<file path="config.mk">
export PLATFORM = sky130hd
export DESIGN_NAME = magic_length_crc8_deframer
export DESIGN_NICKNAME = d
export VERILOG_FILES = /design/src/rtl/mlcd_pkg.sv /design/src/rtl/magic_length_crc8_deframer.sv /design/src/rtl/mlcd_core.sv /design/src/rtl/mlcd_outbuf.sv
export SDC_FILE = /design/constraint.sdc
export NUM_CORES = 1
export LEC_CHECK = 0
export ABC_CLOCK_PERIOD_IN_PS = 4400
export CAP_MARGIN = 20
export CORE_UTILIZATION = 31
export CTS_CLUSTER_SIZE = 24
export DETAILED_ROUTE_END_ITERATION = 7
export DONT_BUFFER_PORTS = 1
export GPL_TIMING_DRIVEN = 0
export PLACE_DENSITY = 0.46
export SYNTH_ARGS = -nofsm -noshare
export SYNTH_HDL_FRONTEND = slang
export SYNTH_SLANG_ARGS = --single-unit
</file>
<file path="constraint.sdc">
create_clock -name aclk -period 4.4 [get_ports aclk]
set_clock_uncertainty 0.2 [all_clocks]
set_input_delay 0.66 -clock aclk [delete_from_list [all_inputs] [get_ports aclk]]
set_output_delay 0.66 -clock aclk [all_outputs]
set_load 0.1 [all_outputs]
</file>
<file path="src/rtl/mlcd_pkg.sv">
package mlcd_pkg;

    // Result kind codes
    typedef enum logic [2:0] {
        KIND_ID      = 3'd0,
        KIND_PAYLOAD = 3'd1,
        KIND_GOOD    = 3'd2,
        KIND_CRCBAD  = 3'd3,
        KIND_BADLEN  = 3'd4
    } kind_t;

    // Configuration register indexes
    localparam logic [1:0] CFG_FIRST_MAGIC  = 2'd0;
    localparam logic [1:0] CFG_SECOND_MAGIC = 2'd1;

    localparam int unsigned INDEX_W = 11;
    localparam logic [7:0]  CRC_POLY = 8'h07;
    localparam logic [7:0]  CRC_INIT = 8'h00;

    // One result item
    typedef struct packed {
        kind_t              kind;
        logic [7:0]         data;
        logic [INDEX_W-1:0] index;
    } result_t;

    // CRC-8, MSB first, one byte per call
    function automatic logic [7:0] crc8_byte(input logic [7:0] crc, input logic [7:0] b);
        logic [7:0] c;
        c = crc ^ b;
        for (int i = 0; i < 8; i++) begin
            if (c[7]) begin
                c = {c[6:0], 1'b0} ^ CRC_POLY;
            end else begin
                c = {c[6:0], 1'b0};
            end
        end
        return c;
    endfunction

endpackage

</file>
<file path="src/rtl/magic_length_crc8_deframer.sv">
// Channel  | Dir | Handshake              | Payload
// ---------+-----+------------------------+----------------------------------------
// s_       | in  | s_tvalid / s_tready    | s_tdata[7:0] in_byte
// m_       | out | m_tvalid / m_tready    | m_tdata: out_byte, body_index; m_tuser: out_kind
// cfg_     | in  | cfg_valid / cfg_ready  | cfg_index, cfg_data (0 first, 1 second magic)
//
// One byte per cycle while s_tready is high; each byte is parsed in the cycle it is
// accepted and its result is registered into a two-entry output buffer.
// s_tready drops only when both output entries are full under a stalled m_tready.
// aresetn is synchronous, active low; it clears the parser, magic bytes and buffer.
// Configuration writes are always taken (cfg_ready is high).
module magic_length_crc8_deframer #(
    parameter int unsigned MAX_PAYLOAD = 1023
) (
    input  logic        aclk,
    input  logic        aresetn,
    input  logic        s_tvalid,
    output logic        s_tready,
    input  logic [7:0]  s_tdata,   // [7:0] in_byte
    output logic        m_tvalid,
    input  logic        m_tready,
    output logic [23:0] m_tdata,   // [7:0] out_byte, [18:8] body_index, [23:19] zero
    output logic [2:0]  m_tuser,   // [2:0] out_kind
    input  logic        cfg_valid,
    output logic        cfg_ready,
    input  logic [1:0]  cfg_index,
    input  logic [7:0]  cfg_data
);

    logic              in_accept;
    logic              res_valid;
    mlcd_pkg::result_t res;
    mlcd_pkg::result_t out_res;

    assign cfg_ready = 1'b1;
    assign in_accept = s_tvalid & s_tready;

    mlcd_core #(
        .MAX_PAYLOAD (MAX_PAYLOAD)
    ) u_core (
        .aclk      (aclk),
        .aresetn   (aresetn),
        .cfg_we    (cfg_valid),
        .cfg_index (cfg_index),
        .cfg_data  (cfg_data),
        .in_accept (in_accept),
        .in_byte   (s_tdata),
        .res_valid (res_valid),
        .res       (res)
    );

    mlcd_outbuf u_outbuf (
        .aclk      (aclk),
        .aresetn   (aresetn),
        .push      (in_accept & res_valid),
        .push_res  (res),
        .in_ready  (s_tready),
        .out_valid (m_tvalid),
        .out_ready (m_tready),
        .out_res   (out_res)
    );

    // Pack the result item
    assign m_tdata = {5'd0, out_res.index, out_res.data};
    assign m_tuser = out_res.kind;

endmodule

</file>
<file path="src/rtl/mlcd_core.sv">
module mlcd_core #(
    parameter int unsigned MAX_PAYLOAD = 1023
) (
    input  logic                 aclk,
    input  logic                 aresetn,
    input  logic                 cfg_we,
    input  logic [1:0]           cfg_index,
    input  logic [7:0]           cfg_data,
    input  logic                 in_accept,
    input  logic [7:0]           in_byte,
    output logic                 res_valid,
    output mlcd_pkg::result_t    res
);

    localparam logic [16:0] LenLimit = 17'(MAX_PAYLOAD + 1);

    typedef enum logic [2:0] {
        PH_MAGIC1 = 3'd0,
        PH_MAGIC2 = 3'd1,
        PH_LENHI  = 3'd2,
        PH_LENLO  = 3'd3,
        PH_BODY   = 3'd4,
        PH_CHECK  = 3'd5
    } phase_t;

    phase_t      phase_reg, phase_next;
    logic [7:0]  first_magic_reg, second_magic_reg;
    logic [7:0]  length_high_reg, length_high_next;
    logic [15:0] body_length_reg, body_length_next;
    logic [15:0] bytes_seen_reg, bytes_seen_next;
    logic [7:0]  crc_reg, crc_next;
    logic [15:0] len_word;
    logic [15:0] seen_inc;

    assign len_word = {length_high_reg, in_byte};
    assign seen_inc = bytes_seen_reg + 16'd1;

    // Frame parser: next state and the result for this byte
    always_comb begin
        phase_next       = phase_reg;
        length_high_next = length_high_reg;
        body_length_next = body_length_reg;
        bytes_seen_next  = bytes_seen_reg;
        crc_next         = crc_reg;
        res_valid        = 1'b0;
        res.kind         = mlcd_pkg::KIND_ID;
        res.data         = 8'd0;
        res.index        = '0;
        unique case (phase_reg)
            PH_MAGIC2: begin
                phase_next = (in_byte == second_magic_reg) ? PH_LENHI : PH_MAGIC1;
            end
            PH_LENHI: begin
                length_high_next = in_byte;
                phase_next       = PH_LENLO;
            end
            PH_LENLO: begin
                body_length_next = len_word;
                if (len_word == 16'd0 || {1'b0, len_word} > LenLimit) begin
                    phase_next = PH_MAGIC1;
                    res_valid  = 1'b1;
                    res.kind   = mlcd_pkg::KIND_BADLEN;
                end else begin
                    bytes_seen_next = 16'd0;
                    crc_next        = mlcd_pkg::CRC_INIT;
                    phase_next      = PH_BODY;
                end
            end
            PH_BODY: begin
                res_valid       = 1'b1;
                res.kind        = (bytes_seen_reg == 16'd0) ? mlcd_pkg::KIND_ID
                                                            : mlcd_pkg::KIND_PAYLOAD;
                res.data        = in_byte;
                res.index       = bytes_seen_reg[mlcd_pkg::INDEX_W-1:0];
                crc_next        = mlcd_pkg::crc8_byte(crc_reg, in_byte);
                bytes_seen_next = seen_inc;
                if (seen_inc >= body_length_reg) begin
                    phase_next = PH_CHECK;
                end
            end
            PH_CHECK: begin
                phase_next = PH_MAGIC1;
                res_valid  = 1'b1;
                res.kind   = (in_byte == crc_reg) ? mlcd_pkg::KIND_GOOD
                                                  : mlcd_pkg::KIND_CRCBAD;
            end
            default: begin
                phase_next = (in_byte == first_magic_reg) ? PH_MAGIC2 : PH_MAGIC1;
            end
        endcase
    end

    // Parser state, updated on each accepted item
    always_ff @(posedge aclk) begin
        if (!aresetn) begin
            phase_reg       <= PH_MAGIC1;
            length_high_reg <= 8'd0;
            body_length_reg <= 16'd0;
            bytes_seen_reg  <= 16'd0;
            crc_reg         <= 8'd0;
        end else if (in_accept) begin
            phase_reg       <= phase_next;
            length_high_reg <= length_high_next;
            body_length_reg <= body_length_next;
            bytes_seen_reg  <= bytes_seen_next;
            crc_reg         <= crc_next;
        end
    end

    // Magic byte registers
    always_ff @(posedge aclk) begin
        if (!aresetn) begin
            first_magic_reg  <= 8'd0;
            second_magic_reg <= 8'd0;
        end else if (cfg_we) begin
            if (cfg_index == mlcd_pkg::CFG_FIRST_MAGIC) begin
                first_magic_reg <= cfg_data;
            end
            if (cfg_index == mlcd_pkg::CFG_SECOND_MAGIC) begin
                second_magic_reg <= cfg_data;
            end
        end
    end

endmodule

</file>
<file path="src/rtl/mlcd_outbuf.sv">
module mlcd_outbuf (
    input  logic                 aclk,
    input  logic                 aresetn,
    input  logic                 push,
    input  mlcd_pkg::result_t    push_res,
    output logic                 in_ready,
    output logic                 out_valid,
    input  logic                 out_ready,
    output mlcd_pkg::result_t    out_res
);

    logic              main_valid_reg, skid_valid_reg;
    mlcd_pkg::result_t main_reg, skid_reg;
    logic              pop;

    assign pop       = main_valid_reg & out_ready;
    assign in_ready  = ~skid_valid_reg;
    assign out_valid = main_valid_reg;
    assign out_res   = main_reg;

    // Valid flags
    always_ff @(posedge aclk) begin
        if (!aresetn) begin
            main_valid_reg <= 1'b0;
            skid_valid_reg <= 1'b0;
        end else if (skid_valid_reg) begin
            if (pop) begin
                skid_valid_reg <= 1'b0;
            end
        end else if (push) begin
            if (main_valid_reg && !pop) begin
                skid_valid_reg <= 1'b1;
            end else begin
                main_valid_reg <= 1'b1;
            end
        end else if (pop) begin
            main_valid_reg <= 1'b0;
        end
    end

    // Payload registers
    always_ff @(posedge aclk) begin
        if (skid_valid_reg) begin
            if (pop) begin
                main_reg <= skid_reg;
            end
        end else if (push) begin
            if (main_valid_reg && !pop) begin
                skid_reg <= push_res;
            end else begin
                main_reg <= push_res;
            end
        end
    end

endmodule

</file>
==> Word-level counts from Yosys, hierarchy flattened <==
Cells that the tools add are included.
{ "word_totals": {"register_bits": 113, "output_inout_bits": 30} }
{ "classes": {"order_cmp": 2, "reduce_logical": 19, "eq_ne": 14, "bitwise_logic": 13, "add_sub_neg": 1, "muxes": 42} }
{ "op_table": {"columns": ["cell", "n"], "rows": [
  ["$mux W22", 4],
  ["$mux W8", 8],
  ["$mux W3", 11],
  ["$logic_not A16 Y1", 2],
  ["$pmux W16 S2", 1],
  ["$eq A8 B8 Y1", 3],
  ["$not A3 Y3", 8],
  ["$mux W19", 1],
  ["$add A16 B1 Y16 const B", 1],
  ["$ge A16 B16 Y1", 1],
  ["$gt A16 B11 Y1 const B", 1],
  ["$mux W16", 1],
  ["$pmux W8 S2", 1],
  ["$pmux W3 S5", 1],
  ["$reduce_and A3 Y1", 4],
  ["$mux W1", 11],
  ["$reduce_and A2 Y1", 5],
  ["$pmux W3 S3", 1],
  ["$xor A8 B8 Y8", 1],
  ["$eq A3 B2 Y1 const B", 2],
  ["$eq A3 B3 Y1 const B", 2],
  ["$ne A2 B2 Y1 const B", 3],
  ["$reduce_bool A2 Y1", 3],
  ["$ne A2 B1 Y1 const B", 2],
  ["11 further kinds", 13]
]} }

==> Longest topological paths before layout <==
{ "logic_depth": {"depth_word": 25, "mapped_depth": 12, "mapped_depth_nobuf": 10} }

==> Hierarchy <==
A second synthesis with hierarchy kept.
{ "unflattened": {"cells_unflattened": 573, "hier_area_um2": 5941.9} }
{ "modules_own_cells": {"columns": ["module", "area_each_um2", "cells_per_inst", "instances"], "rows": [
  ["mlcd_core", 4080.2, 480, 1],
  ["mlcd_outbuf", 1796.7, 83, 1],
  ["magic_length_crc8_deframer", 65.1, 10, 1]
]} }

==> Worst setup path before layout <==
No wires, ideal clock.
{ "synth_path": {"kind": "input port to flip-flop", "start": "in s_tdata[5]", "end": "reg u_outbuf.skid_reg[0] (netlist bit) (enable)", "setup_ns": 0.434, "t_arrival_ns": 3.340, "n_path_buf": 1, "path_stages": 6, "setup_slack_ns": 0.426, "path_cell_list": "buf_2 -> nor4_2 -> nand4_2 -> a31oi_4 -> o21ai_1 -> nor3b_1"} }
{ "synth_between": {"elab_chain_len": 6, "elab_cells_between_ends": 7, "cone_classes": "order compare (1); mux (2); bitwise (1); reduce/logical (3)"} }
{ "synth_lines": {"columns": ["element", "line_no", "text"], "rows": [
  ["start: declaration", "magic_length_crc8_deframer.sv:19", "input logic [7:0] s_tdata,"],
  ["$gt A16 B11 Y1 or $logic_not A16 Y1 (tied branches)", "mlcd_core.sv:59", "if (len_word == 16'd0 || {1'b0, len_word} > LenLimit) begin"],
  ["$logic_or A1 B1 Y1 *", "mlcd_core.sv:59", null],
  ["$mux W1 *", "mlcd_core.sv:59", null],
  ["$pmux W1 S2 *", "mlcd_core.sv:49", "unique case (phase_reg)"],
  ["$and A1 B1 Y1 *", "magic_length_crc8_deframer.sv:55", ".push (in_accept & res_valid),"],
  ["$reduce_and A3 Y1 (no line) *", null, null],
  ["end signal: assignment", "mlcd_outbuf.sv:49", "skid_reg <= push_res;"],
  ["end: declaration", "mlcd_outbuf.sv:13", "mlcd_pkg::result_t main_reg, skid_reg;"]
]} }
Mark *: on every way between the ends. The rest lies on a longest branch, timed or not.
A chain may end at the register's enable or synchronous reset.

==> Worst setup path after layout <==
{ "layout_path": {"start": "reg u_core.bytes_seen_reg[2]", "end": "reg u_core.phase_reg[2]"} }
{ "layout_between": {"elab_chain_len": 4} }
{ "layout_lines": {"columns": ["element", "line_no", "text"], "rows": [
  ["start: declaration", "mlcd_core.sv:30", "logic [15:0] bytes_seen_reg, bytes_seen_next;"],
  ["start signal: assignment", "mlcd_core.sv:105", "bytes_seen_reg <= bytes_seen_next;"],
  ["$add A16 B1 Y16", "mlcd_core.sv:36", "assign seen_inc = bytes_seen_reg + 16'd1;"],
  ["$ge A16 B16 Y1", "mlcd_core.sv:77", "if (seen_inc >= body_length_reg) begin"],
  ["$ne A2 B1 Y1 (no line)", null, null],
  ["$reduce_and A2 Y1 (no line)", null, null],
  ["end signal: assignment", "mlcd_core.sv:102", "phase_reg <= phase_next;"],
  ["end: declaration", "mlcd_core.sv:26", "phase_t phase_reg, phase_next;"]
]} }
No other way between the ends.

==> summary.md <==
| Metric | Value |
|---|---|
| PD cells | `379 mW/mm2` |
| Antenna cell count | `0` |
| Starting density of the core | `32.1%` |
| Dpl hpwl | `10200 um` |
| Synth Cell Area | `0.00587 mm2` |
| Ranking of synthesized cells by area | `dfxtp_1, edfxtp_1, xnor2_1` |
| Crit-path leading delay family | `compound AO/OA/AOI/OAI gates` |
| Cell taking the most area after synthesis | `dfxtp_1` |
| Drt first-iter violations | `273` |
| ANT nets after route | `0` |
| Setup Slack @ Placement | `750 ps` |
| Peak supply drop | `0.000249 V` |
| Hold Crit Depth | `1` |
| Hold wc startpoint | `m_tready` |
| Total of max-cap violations | `0` |
| Slew Limit Fails | `0` |
| Slowest stage delay, CP | `500 ps` |
| WP buf/inv | `2` |
| Number of CTS-inserted buffers | `17` |
| Clock transition at path regs | `60 ps` |
| Residual DRC count | `0` |
| Placed insts | `818` |
| Die height | `140 um` |
| Area Growth Syn to Fin | `16.3%` |
| CP arrival | `3500 ps` |
| Required @ worst endpoint | `4560 ps` |
| R2R cell count | `12` |
| Most common cell after layout, fill and taps aside | `dfxtp_1` |
| DIE AREA | `0.0195 mm2` |
| Worst slew pin tran | `1140 ps` |
| Hold Path Sink | `u_outbuf.skid_valid_reg` |
| Fin cells | `850` |
| Outcome | `completed` |
| RSZ-0062 raised after global routing | `no` |
| GRT Overall Usage | `15.8%` |
| Leak pwr | `0.00260 uW` |
| Synth Area per Inst | `10.1 um2` |
| # IOs | `53` |
| Core area | `0.0183 mm2` |
| Post-synth EDFFs | `44` |
| Placer congestion estimate | `0.782` |
| Synth warn | `0` |
| Drt first pass iters | `4` |
| Post-Syn Instances | `583` |
| Synth cell types | `66` |
| Worst Path Max Fanout | `8` |
| Drt wl/cell | `16.6 um` |
| Reg2Reg Setup Slack | `1060 ps` |
| Post-synth ARST share | `0%` |
| Fin crit period | `3340 ps` |
| Number of synthesized register bits | `113` |
| Worst R2R Start | `u_core.bytes_seen_reg[2]` |
| Hold Path Class | `input pin to flop` |
| Max Fclk | `299 MHz` |
| CP Class | `flop to flop` |
| Total global routing overflow | `0` |
| R2r endpoint | `u_core.phase_reg[2]` |
| Hold Fails Final Rpt | `0` |
| First-pass GRT wire length | `23200 um` |
| I/O Buffers | `0` |
| DR vias/cell | `4.93` |
| Final worst slack | `1060 ps` |
| Initial antenna violation count | `0` |
| H-tree depth | `4` |
| Vias in the first global route | `4239` |
| Die width | `140 um` |
| Clock Path Buffers | `2` |
| # rows | `49` |
| WL final | `14100 um` |
| Share of cells above drive strength 1 | `16.9%` |
| Setup repair bufs after CTS | `0` |
| Post-CTS Resized | `0` |
| Vias after detailed routing | `4193` |
| Critical path launch point type | `flop` |
| Critical Path End Type | `flop` |
| Largest net degree at the start of global routing | `17` |
| Synth top area share | `23.5%` |
| Worst skew pair latency | `420 ps` |
| Register area share after synthesis | `46.0%` |
| Crit path cell chain | `buf_2, nand3_2, or3_1, buf_6, nor2_8, xor2_1, ha_1, a21oi_1, o211a_1, o21ai_0, o31ai_1, a32o_1` |
| Period utilization | `75.9%` |
| Fin nets | `653` |
| Commonest cells after routing, fill and taps aside | `dfxtp_1, nand2_1, edfxtp_1` |
| Final setup TNS | `0 ps` |
| Slew margin rel. | `23.8%` |
| Clock root cell | `clkbuf_16` |
| CTS tree | `done` |
| Fill count | `1787` |
| CTS sink count | `113` |
| Dominant synthesized flop cell | `dfxtp_1` |
| Setup violations, final | `0` |
| Critical-path top delay cell | `o31ai_1` |
| Post-CTS Hold Buffers | `0` |
| CP Launch Point | `u_core.bytes_seen_reg[2]` |
## cell families (layout without fill, tap and decap cells)
| logic type | Yosys count | in the layout | synth area share (%) |
|---|---|---|---|
| AOI/OAI and AO/OA | 81 | 81 | 8.80 |
| DFF | 113 | 113 | 46.0 |
| other | 2 | 6 | 0.128 |
| adders and majority gates | 22 | 22 | 4.69 |
| buffers and inverters | 69 | 103 | 5.90 |
| muxes | 46 | 46 | 8.29 |
| xor gates and xnor gates | 51 | 51 | 8.06 |
| and+or+nand+nor | 199 | 199 | 18.1 |
## report_power, final
part,switching [uW],internal (uW)
sequential,3.42,1080
clock,497,884
combinational,79.4,40.0
total,580,2010
## final cells by class
cell class                 instances  area [um2]  share of cell area [%]
clock buffer                      24         556                    8.14
sequential                       113        2700                    39.6
multi-input combinational        405        2850                    41.7
timing repair buffer               2        26.3                   0.385
clock inverter                     8        61.3                   0.898
buffer                            44         254                    3.72
inverter                          25        93.8                    1.37
tap                              229         287                    4.20
## per-stage QoR
step / utilization [%] / hold slack (ps) / power, uW / cell area, um2
3_5_place_dp: 34.0 / 251 / 1230 / 6210
6_report: 37.4 / 132 / 2590 / 6830
3_3_place_gp: 33.8 / 250 / 1230 / 6170
2_1_floorplan: - / 236 / 1210 / 5890
5_1_grt: 37.4 / 116 / 2680 / 6830
4_1_cts: 37.4 / 117 / 2620 / 6830
## per-layer routing
layer / vias up / track usage, % / wire length [um] / share of wire (%)
li1: 2062 / - / - / -
met1: 2034 / 20.7 / 6810 / 48
met2: 78 / 25.0 / 6500 / 46
met3: 19 / 3.79 / 595 / 4.2
met4: 0 / 6.19 / 224 / 1.6
met5: - / 0 / 0 / 0
## synthesized netlist by cell type (2+ instances only)
| cell | count |
|---|---|
| clkbuf_1 | 18 |
| mux2i_1 | 25 |
| nor3b_1 | 3 |
| inv_1 | 23 |
| dfxtp_1 | 69 |
| nor3_1 | 6 |
| a311oi_2 | 2 |
| nand4_2 | 3 |
| nor2_4 | 2 |
| nand3b_1 | 2 |
| nor4_1 | 4 |
| edfxtp_1 | 44 |
| or4_1 | 3 |
| buf_2 | 8 |
| a32o_1 | 2 |
| a21oi_2 | 2 |
| and3_1 | 3 |
| nor4_2 | 2 |
| or3_1 | 2 |
| buf_6 | 5 |
| nand4_1 | 6 |
| ha_1 | 22 |
| o21a_1 | 2 |
| conb_1 | 2 |
| buf_4 | 9 |
| nor2b_1 | 3 |
| nand2b_1 | 3 |
| a21oi_1 | 40 |
| nor2_1 | 35 |
| mux2_2 | 21 |
| nand2_1 | 68 |
| a31oi_1 | 7 |
| xor2_1 | 14 |
| o21ai_0 | 13 |
| xnor2_1 | 35 |
| nand3_1 | 23 |
| buf_1 | 2 |
| and2_1 | 22 |
## worst max-delay path by stage
stage	to	slack, ps	cells past startpoint
final	u_core.phase_reg[2]	1060	12
after global routing	u_core.phase_reg[0]	850	12
after CTS	u_core.phase_reg[0]	1090	12
after detailed placement	u_outbuf.skid_reg[9]	750	7
after global placement	u_outbuf.skid_reg[9]	-810	6
after floorplan	u_outbuf.skid_reg[0]	430	6
(Power assumes the default switching activity.)
